$ cat config.mk
export PLATFORM = sky130hd
export DESIGN_NAME = holt_double_exp_smoothing
export DESIGN_NICKNAME = d
export VERILOG_FILES = /design/src/design/hdes_pkg.sv /design/src/design/holt_double_exp_smoothing.sv
export SDC_FILE = /design/constraint.sdc
export NUM_CORES = 2
export LEC_CHECK = 0
export ABC_AREA = 1
export BUFFER_PORTS_ARGS = -buffer_cell sky130_fd_sc_hd__buf_2
export CORE_AREA = 4 4 380 382
export DETAILED_ROUTE_END_ITERATION = 8
export DIE_AREA = 0 0 384 386
export HOLD_SLACK_MARGIN = 0.08
export RECOVER_POWER = 50
export SYNTH_ARGS = -nofsm -noshare
export SYNTH_HDL_FRONTEND = slang
export SYNTH_SLANG_ARGS = --single-unit
$ cat constraint.sdc
create_clock -name clock -period 11.08 [get_ports clock]
set_input_delay 1.108 -clock clock [delete_from_list [all_inputs] [get_ports clock]]
set_output_delay 1.108 -clock clock [all_outputs]
set_load 0.03 [all_outputs]
$ cat src/design/hdes_pkg.sv
`timescale 1ns / 1ps
// ----------------------------------------------------------------------------
// hdes_pkg: shared types and constants for Holt double exponential smoothing
// Widths, command and register codes, sequencer states and the saturation
// helper and gain clamp used by the smoothing datapath.
// ----------------------------------------------------------------------------
package hdes_pkg;

   // Datapath width that saturation clamps to (at most 32 bits).
   localparam int DATA_WIDTH = 32;
   localparam int SAT_BITS   = (DATA_WIDTH < 32) ? DATA_WIDTH : 32;

   // Fixed field widths.
   localparam int VAL_W    = 32;              // Q16.16 value
   localparam int GAIN_W   = 17;              // Q1.16 gain
   localparam int CMD_W    = 2;
   localparam int IDX_W    = 2;
   localparam int FRAC_W   = 16;
   localparam int OP_W     = VAL_W + 1;       // sums of two values
   localparam int PROD_W   = GAIN_W + 1 + OP_W;
   localparam int ACC_W    = PROD_W + 1;
   localparam int RND_W    = ACC_W - FRAC_W;

   localparam logic [GAIN_W-1:0] GAIN_ONE   = GAIN_W'(65536);
   localparam logic [GAIN_W-1:0] GAIN_RESET = GAIN_W'(8192);
   localparam logic signed [ACC_W-1:0] HALF_LSB = ACC_W'(32768);

   localparam longint SAT_MAX = (64'sd1 <<< (SAT_BITS - 1)) - 64'sd1;
   localparam longint SAT_MIN = -SAT_MAX - 64'sd1;

   typedef enum logic [CMD_W-1:0] {
      CMD_ADD   = 2'd0,
      CMD_FLUSH = 2'd1,
      CMD_CLEAR = 2'd2,
      CMD_NONE  = 2'd3
   } cmd_type;

   typedef enum logic [IDX_W-1:0] {
      REG_ALPHA = 2'd0,
      REG_BETA  = 2'd1,
      REG_SPARE2 = 2'd2,
      REG_SPARE3 = 2'd3
   } reg_index_type;

   typedef enum logic [3:0] {
      ST_IDLE,
      ST_LOAD,
      ST_L_MUL1,
      ST_L_MUL2,
      ST_L_ACC,
      ST_L_RND,
      ST_T_MUL1,
      ST_T_MUL2,
      ST_T_ACC,
      ST_T_RND
   } seq_state_type;

   // Clamp a wide signed value to the SAT_BITS range.
   function automatic logic signed [VAL_W-1:0] sat_value(
      input logic signed [RND_W-1:0] v);
      logic signed [RND_W-1:0] hi;
      logic signed [RND_W-1:0] lo;
      hi = RND_W'(SAT_MAX);
      lo = RND_W'(SAT_MIN);
      if (v > hi) begin
         return VAL_W'(hi);
      end else if (v < lo) begin
         return VAL_W'(lo);
      end
      return VAL_W'(v);
   endfunction

   // Gains above one act as one.
   function automatic logic [GAIN_W-1:0] clamp_gain(input logic [GAIN_W-1:0] g);
      return (g > GAIN_ONE) ? GAIN_ONE : g;
   endfunction

endpackage

$ cat src/design/holt_double_exp_smoothing.sv
`timescale 1ns / 1ps
// ----------------------------------------------------------------------------
// holt_double_exp_smoothing: level and trend smoothing of a Q16.16 stream
// Iterative datapath: one shared 18x33 multiplier and one accumulator run
// under a small sequencer to form the level and trend updates.
// ----------------------------------------------------------------------------
// Usage:
//  - Request words (req_*) carry a command, a sample and a sample-valid flag.
//    A word is taken on a rising edge with req_valid high and req_stall low.
//  - Add with a valid sample updates the state; the first sample after reset
//    or a clear command only loads level and trend, every later one has the
//    sequencer walk the shared multiplier through four products. Add with
//    an invalid sample, clear and the unused command leave the sequencer idle.
//  - Flush produces one response word (rsp_*) in the cycle after it is taken.
//    The response sits in an output register; while it waits under rsp_stall
//    the block still takes adds and clears, and only a second flush stalls.
//  - Gains are written on the csr_* channel, index 0 alpha and 1 beta; the
//    channel is always ready and clamps gains above one to one. Writes are
//    expected only while the block is idle.
//  - Synchronous reset clears level, trend, sample count and pending response
//    and restores both gains to 8192 (0.125).
// ----------------------------------------------------------------------------
module holt_double_exp_smoothing
   import hdes_pkg::*;
(
   input  logic                     clock,
   input  logic                     reset,
   // request channel
   input  logic                     req_valid,
   output logic                     req_stall,
   input  logic [CMD_W-1:0]         req_command,
   input  logic signed [VAL_W-1:0]  req_sample,
   input  logic                     req_sample_valid,
   // response channel
   output logic                     rsp_valid,
   input  logic                     rsp_stall,
   output logic signed [VAL_W-1:0]  rsp_smoothed_level,
   output logic                     rsp_empty_res,
   // configuration channel
   input  logic                     csr_valid,
   output logic                     csr_ready,
   input  logic [IDX_W-1:0]         csr_index,
   input  logic [GAIN_W-1:0]        csr_wdata
);

   // Control state.
   seq_state_type             state_ff, state_in;
   logic [1:0]                seen_count_ff, seen_count_in;
   logic signed [VAL_W-1:0]   level_ff, level_in;
   logic signed [VAL_W-1:0]   trend_ff, trend_in;
   logic [GAIN_W-1:0]         alpha_ff, alpha_in;
   logic [GAIN_W-1:0]         beta_ff, beta_in;
   logic                      rsp_valid_ff, rsp_valid_in;

   // Datapath registers.
   logic signed [VAL_W-1:0]   x_ff, x_in;
   logic signed [VAL_W-1:0]   old_level_ff, old_level_in;
   logic signed [OP_W-1:0]    op_ff, op_in;
   logic signed [PROD_W-1:0]  prod_ff, prod_in;
   logic signed [ACC_W-1:0]   acc_ff, acc_in;
   logic signed [VAL_W-1:0]   rsp_level_ff, rsp_level_in;
   logic                      rsp_empty_ff, rsp_empty_in;

   // Shared multiplier operands and rounding.
   logic [GAIN_W-1:0]         mul_gain;
   logic signed [OP_W-1:0]    mul_val;
   logic signed [ACC_W-1:0]   acc_bias;
   logic signed [RND_W-1:0]   acc_rnd;
   logic signed [OP_W-1:0]    first_diff;
   logic                      req_take;
   cmd_type                   req_cmd;

   assign req_cmd   = cmd_type'(req_command);
   // A flush needs room in the output register; everything else only needs
   // the sequencer to be idle.
   assign req_stall = (state_ff != ST_IDLE) ||
                      ((req_cmd == CMD_FLUSH) && rsp_valid_ff && rsp_stall);
   assign req_take  = req_valid && !req_stall;

   assign csr_ready = 1'b1;

   assign rsp_valid          = rsp_valid_ff;
   assign rsp_smoothed_level = rsp_level_ff;
   assign rsp_empty_res      = rsp_empty_ff;

   // Round half up to Q16.16: add half an LSB, then floor by the shift.
   assign acc_bias   = acc_ff + HALF_LSB;
   assign acc_rnd    = $signed(acc_bias[ACC_W-1:FRAC_W]);
   assign first_diff = OP_W'(x_ff) - OP_W'(trend_ff);

   // The single multiplier; its product is always registered.
   assign prod_in = $signed({1'b0, mul_gain}) * mul_val;

   always_comb begin
      state_in      = state_ff;
      seen_count_in = seen_count_ff;
      level_in      = level_ff;
      trend_in      = trend_ff;
      alpha_in      = alpha_ff;
      beta_in       = beta_ff;
      x_in          = x_ff;
      old_level_in  = old_level_ff;
      op_in         = op_ff;
      acc_in        = acc_ff;
      mul_gain      = '0;
      mul_val       = '0;
      rsp_valid_in  = rsp_valid_ff && rsp_stall;
      rsp_level_in  = rsp_level_ff;
      rsp_empty_in  = rsp_empty_ff;

      if (csr_valid && csr_ready) begin
         unique case (reg_index_type'(csr_index))
            REG_ALPHA: alpha_in = clamp_gain(csr_wdata);
            REG_BETA:  beta_in  = clamp_gain(csr_wdata);
            default: ;
         endcase
      end

      unique case (state_ff)
         ST_IDLE: begin
            if (req_take) begin
               unique case (req_cmd)
                  CMD_ADD: begin
                     if (req_sample_valid) begin
                        x_in     = sat_value(RND_W'(req_sample));
                        state_in = ST_LOAD;
                     end
                  end
                  CMD_FLUSH: begin
                     rsp_valid_in = 1'b1;
                     rsp_empty_in = (seen_count_ff == 2'd0);
                     rsp_level_in = (seen_count_ff == 2'd0) ? '0 : level_ff;
                  end
                  CMD_CLEAR: begin
                     level_in      = '0;
                     trend_in      = '0;
                     seen_count_in = 2'd0;
                  end
                  default: ;
               endcase
            end
         end
         ST_LOAD: begin
            if (seen_count_ff == 2'd0) begin
               level_in      = x_ff;
               trend_in      = x_ff;
               seen_count_in = 2'd1;
               state_in      = ST_IDLE;
            end else begin
               if (seen_count_ff == 2'd1) begin
                  trend_in      = sat_value(RND_W'(first_diff));
                  level_in      = x_ff;
                  seen_count_in = 2'd2;
               end
               state_in = ST_L_MUL1;
            end
         end
         ST_L_MUL1: begin
            mul_gain     = alpha_ff;
            mul_val      = OP_W'(x_ff);
            op_in        = OP_W'(level_ff) + OP_W'(trend_ff);
            old_level_in = level_ff;
            state_in     = ST_L_MUL2;
         end
         ST_L_MUL2: begin
            mul_gain = GAIN_ONE - alpha_ff;
            mul_val  = op_ff;
            acc_in   = ACC_W'(prod_ff);
            state_in = ST_L_ACC;
         end
         ST_L_ACC: begin
            acc_in   = acc_ff + ACC_W'(prod_ff);
            state_in = ST_L_RND;
         end
         ST_L_RND: begin
            level_in = sat_value(acc_rnd);
            state_in = ST_T_MUL1;
         end
         ST_T_MUL1: begin
            mul_gain = GAIN_ONE - beta_ff;
            mul_val  = OP_W'(trend_ff);
            op_in    = OP_W'(level_ff) - OP_W'(old_level_ff);
            state_in = ST_T_MUL2;
         end
         ST_T_MUL2: begin
            mul_gain = beta_ff;
            mul_val  = op_ff;
            acc_in   = ACC_W'(prod_ff);
            state_in = ST_T_ACC;
         end
         ST_T_ACC: begin
            acc_in   = acc_ff + ACC_W'(prod_ff);
            state_in = ST_T_RND;
         end
         ST_T_RND: begin
            trend_in = sat_value(acc_rnd);
            state_in = ST_IDLE;
         end
         default: begin
            state_in = ST_IDLE;
         end
      endcase
   end

   always_ff @(posedge clock) begin
      if (reset) begin
         state_ff      <= ST_IDLE;
         seen_count_ff <= 2'd0;
         level_ff      <= '0;
         trend_ff      <= '0;
         alpha_ff      <= GAIN_RESET;
         beta_ff       <= GAIN_RESET;
         rsp_valid_ff  <= 1'b0;
      end else begin
         state_ff      <= state_in;
         seen_count_ff <= seen_count_in;
         level_ff      <= level_in;
         trend_ff      <= trend_in;
         alpha_ff      <= alpha_in;
         beta_ff       <= beta_in;
         rsp_valid_ff  <= rsp_valid_in;
      end
   end

   always_ff @(posedge clock) begin
      x_ff         <= x_in;
      old_level_ff <= old_level_in;
      op_ff        <= op_in;
      prod_ff      <= prod_in;
      acc_ff       <= acc_in;
      rsp_level_ff <= rsp_level_in;
      rsp_empty_ff <= rsp_empty_in;
   end

   // A taken flush always shows up as a response in the next cycle.
   assert property (@(posedge clock) disable iff (reset)
      (req_take && (req_cmd == CMD_FLUSH)) |=> rsp_valid)
      else $error("flush did not produce a response");

   // The sample count stops at two.
   assert property (@(posedge clock) disable iff (reset)
      seen_count_ff != 2'd3)
      else $error("sample count ran past two");

   // An empty response carries a zero level.
   assert property (@(posedge clock) disable iff (reset)
      (rsp_valid && rsp_empty_res) |-> (rsp_smoothed_level == '0))
      else $error("empty response with nonzero level");

   // The trend step always closes the update and frees the sequencer.
   assert property (@(posedge clock) disable iff (reset)
      (state_ff == ST_T_RND) |=> (state_ff == ST_IDLE))
      else $error("sequencer did not return to idle");

endmodule
; Word-level counts from Yosys, hierarchy flattened
; Index checks and enable logic that the tools add are counted.
[word_totals]
ff_bits = 338
wordCells = 124
in_bits = 59
output_inout_bits = 36
[classes]
n_mux = 51
eq_ne = 18
mul = 1
order_cmp = 7
n_addsub = 7
reduce_logical = 26
[op_table]
columns = op, n
row1 = $mux 32, 16
row2 = $pmux 32 s3, 2
row3 = $pmux 52 s2, 1
row4 = $pmux 33 s3, 1
row5 = $pmux 17 s4, 1
row6 = $pmux 33 s2, 1
row7 = $sub 32x32->33, 2
row8 = $add 52x17->52 const B, 1
row9 = $add 52x51->52, 1
row10 = $mul 18x33->51, 1
row11 = $gt 36x32->1 const B, 1
row12 = $lt 36x32->1 const B, 1
row13 = $pmux 4 s9, 1
row14 = $sub 17x17->17 const A, 2
row15 = $add 32x32->33, 1
row16 = $gt 33x32->1 const B, 1
row17 = $lt 33x32->1 const B, 1
row18 = $gt 32x32->1 const B, 1
row19 = $lt 32x32->1 const B, 1
row20 = $mux 1, 18
row21 = $gt 17x17->1 const B, 1
row22 = $mux 17, 1
row23 = $eq 4x3->1 const B, 4
row24 = $reduce_and 4->1, 4
row25 = other kinds (22), 45

; Depth between registers and ports, before layout
[depth]
depth_word = 11
ltp_mapped = 44
mapped_depth_nobuf = 42

; Worst setup path before layout
; Ideal clock, no wire load.
[synth_path]
path_type = reg-to-reg
start = register state_ff[1]
end = register prod_ff[47]
path_stages_with_launch = 30
period_less_slack_ns = 7.823
setup_time_ns = 0.112
slack_ns = 3.257
t_arrival_ns = 7.710
path_buffers = 2
required_ns = 10.968
path_cell_list = dfxtp_1 inv_1 nor2_1 nand2_1 nor2_1 clkbuf_1 a21oi_1 inv_1 clkbuf_1 nand2_1 fa_1 inv_1 fa_1 fa_1 fa_1 fa_1 inv_1 fa_1 inv_1 ha_1 nand2_1 inv_1 nand2_1 nor2_1 nand3_1 o21ai_0 a21oi_1 or2_2 nand3_1 nand2_1
[synth_via]
elab_chain_cells = 4
word_cells_on_any_way = 8
cone_classes = mul: 1 / eq/ne: 4 / mux: 2 / reduce/logical: 1
[synth_rtl]
columns = item, line_no
row1 = start: declaration, holt_double_exp_smoothing.sv:47  ; seq_state_type state_ff, state_in;
row2 = start signal: assignment, holt_double_exp_smoothing.sv:215  ; state_ff <= state_in;
row3 = $eq 4x3->1 / $eq 4x2->1 (equally long branches), holt_double_exp_smoothing.sv:119  ; unique case (state_ff)
row4 = $reduce_or 2->1 (no source line), -
row5 = $pmux 33 s3, holt_double_exp_smoothing.sv:119
row6 = $mul 18x33->51 (*), holt_double_exp_smoothing.sv:92  ; assign prod_in = $signed({1'b0, mul_gain}) * mul_val;
row7 = via prod_in[47], holt_double_exp_smoothing.sv:59  ; logic signed [PROD_W-1:0] prod_ff, prod_in;
row8 = end signal: assignment, holt_double_exp_smoothing.sv:229  ; prod_ff <= prod_in;
row9 = end: declaration, holt_double_exp_smoothing.sv:59
; The timed path passes the listed nets; every way through them passes the cells marked *.
; A chain may end at the register's enable or synchronous reset.

; Worst setup path after layout
[layout_path]
start = register state_ff[2]
end = register prod_ff[26]
; Same word-level chain as after synthesis.

==> flow_summary.yaml <==
logic_synthesis:
  syn_area_mm2: 0.0422
  ys_ff_latch: 338
  synth_ff_type: "edfxtp_1"
  synthAdderAreaFrac_pct: 32.7
  ys_seq_area_share_pct: 20.4
  ys_warn_count: 0
  synth_edf_count: 182
  synth-simple-area-share_pct: 22.1
  synthDistinctLibCells: 58
  syn_area_per_cell_um2: 7.47
  synth_nets: 6480
  synth_xor_area_share_pct: 3.05
  async_reset_ff_share_pct: 0
  yosys-mux-area-fraction_pct: 0.0237
  synth_cells: 5644
  synth_top_family_by_area: "adder cells"
  synth_compound_area_share_pct: 10.1
setup_path:
  cp-start-kind: "register"
  reg2reg_depth: 32
  arrival_ps: 10190
  cp.required_ps: 11530
  critical_path_class: "reg2reg"
  slowest_delay_ps: 670
  timing.rr.end: "prod_ff[26]"
  rrSetupSlack_ps: 1340
  setup.worst_path.end_class: "register"
  cpMaxStageDelayCell: "clkinv_1"
  r2r-start: "state_ff[2]"
  crit_top_cell: "inv_1"
  cp_max_fo: 34
timing:
  timing.hold.ws_ps: 462
  slew_violations: 247
  tightestPinTransition_ps: 2930
  tns_ps: 0
  final.period_utilization_pct: 87.9
  skew_ps: 25.9
  post-route-min-period_ps: 9740
  rsz0062_at_grt: "no"
  fmaxAchievable_mhz: 103
  hold_viol_final: 0
  slew_headroom_pct: -95.4
  setup_viol: 0
global_routing:
  grt_max_degree: 66
  antenna_found_initial: 4
  grt_remaining_overflow: 0
  first_global_vias: 37500
  track_usage_pct: 19.6
  grt_pass1_wl_um: 224000
cts:
  ctsResizeCount: 0
  clkSinkCount: 338
  cts_hold_buf: 0
  clockBufferDepth: 3
  path_clk_slew_ps: 60
  root_buffer: "clkbuf_16"
  postCtsSetupRepairBufs: 0
  cts_buffers: 42
  tritoncts: "built"
  worstSkewPairLatency_ps: 580
  htreeDepth: 2
run_status:
  violations: "capacitance limit, slew limit"
  status: "complete, but fails checks"
worst_hold_path:
  hold_start: "level_ff[0]"
  hold_depth: 0
  worstHoldEndpoint: "old_level_ff[0]"
  hold_path.class: "reg2reg"
detailed_routing:
  post-route-drc-count: 0
  vias: 37600
  vias_per_cell: 4.96
  routedWlPerCell_um: 19.4
  postRouteAntennaNets: 0
  wirelength_um: 147000
  dr.pass1.iters: 6
  drt_first_iter_violations: 3074
floorplanning:
  die_h_um: 386
  pin_count: 95
  dieArea_mm2: 0.148
  design.core.area_mm2: 0.141
  start_util_pct: 29.9
  die_w_um: 384
  rows: 138
flow_run:
  maxCapViolations: 6
pwr:
  power_density_mw_per_mm2: 69.4
  irDropWorstVdd_uv: 136
  leakage_uw: 0.0220
cells_and_area:
  antenna_cells: 0
  mostFrequentLayoutCells: "1348 x nand2_1, 1068 x inv_1, 563 x nor2_1"
  drive_above_1_share_pct: 4.59
  area_delta_synth_final_pct: 9.36
  nets: 6485
  num-fill-cells: 15200
  final_common_cell: "nand2_1"
place:
  place.gp.congestion: 0.970
  io_buffers: 93
  hpwl_um: 120000
## routing by layer
layer	global-route usage [%]	routed length [um]
met1	25.6	61900
met2	32.2	68100
met3	3.61	11400
met4	7.07	5830
met5	0	0
## logic make-up (layout without fill, tap and decap cells)
group           count (synthesis)  count (layout)
fa+ha+maj                     777             777
buf+inv                      1284            1323
other cells                     1               1
compound gates                786             786
mux                             1               1
xor+xnor                      147             147
simple gates                 2310            2310
flops                         338             338
## through the flow
step	cell area [um^2]	cells	power [uW]	worst slack (ps)	util, %
after floorplan	42200	5644	1670	3260	-
after global placement	44800	7495	1800	1860	31.7
after detailed placement	44800	7495	1800	1780	31.7
after CTS	46200	7573	3230	1780	32.7
after global routing	46100	7573	3320	833	32.7
final	46100	7573	3200	1340	32.7
## power by group
group	switching, uW	internal, uW	leakage, uW
logic	272	127	0.0184
clock network	579	837	0.000706
registers	28.0	1360	0.00290
total	879	2320	0.0220
## area by class of cell
type | count | area, um^2 | area share [%]
timing repair buffer | 160 | 895 | 1.94
tap | 1890 | 2360 | 5.13
clock inverter | 21 | 185 | 0.402
sequential | 338 | 8590 | 18.6
multi-input combinational | 4022 | 28800 | 62.4
clock buffer | 57 | 1240 | 2.68
inverter | 1085 | 4070 | 8.83
## registers in the layout, summed over array words and instances, names as in the netlist, 4 cells and up
register and cells:
prod_ff 51, alpha_ff 17, old_level_ff 32, level_ff 32, x_ff 32, beta_ff 17, state_ff 4, acc_ff 52
trend_ff 32, rsp_smoothed_level 32, op_ff 33
## worst max-delay path by stage
stage                     depth (start not counted)  slack (ps)         from           to
final                                            32        1340  state_ff[2]  prod_ff[26]
after global routing                             31         830  state_ff[2]  prod_ff[29]
after CTS                                        35        1780  state_ff[2]  prod_ff[47]
after detailed placement                         35        1780  state_ff[2]  prod_ff[47]
after global placement                           35        1860  state_ff[2]  prod_ff[47]
after floorplan                                  29        3260  state_ff[1]  prod_ff[47]
## synth_stat cells, types with 9 or more instances
library cell | number | share of area (%)
a21boi_0 | 9 | 0.16
a21o_1 | 19 | 0.34
a21oi_1 | 351 | 4.2
a31oi_1 | 40 | 0.59
buf_2 | 37 | 0.44
clkbuf_1 | 147 | 1.3
dfxtp_1 | 156 | 7.4
edfxtp_1 | 182 | 13
fa_1 | 539 | 26
ha_1 | 238 | 7.1
inv_1 | 1068 | 9.5
inv_2 | 12 | 0.11
nand2_1 | 1349 | 12
nand3_1 | 246 | 2.9
nand4_1 | 28 | 0.42
nor2_1 | 569 | 5.1
nor3_1 | 40 | 0.47
nor4_1 | 27 | 0.40
o211ai_1 | 10 | 0.18
o21a_1 | 14 | 0.25
o21ai_0 | 285 | 3.4
o21ai_1 | 9 | 0.11
o21bai_1 | 20 | 0.36
or2_2 | 26 | 0.39
xnor2_1 | 50 | 1.0
xor2_1 | 97 | 2.0
## worst max-delay path, delay by kind of cell, from the launching register on
kind,cells,cell delay (ps)
fa+ha+maj,7,3240
buf+inv,10,2590
simple gates,8,1710
compound gates,7,1580
flops,1,460
(Power assumes the default switching activity.)
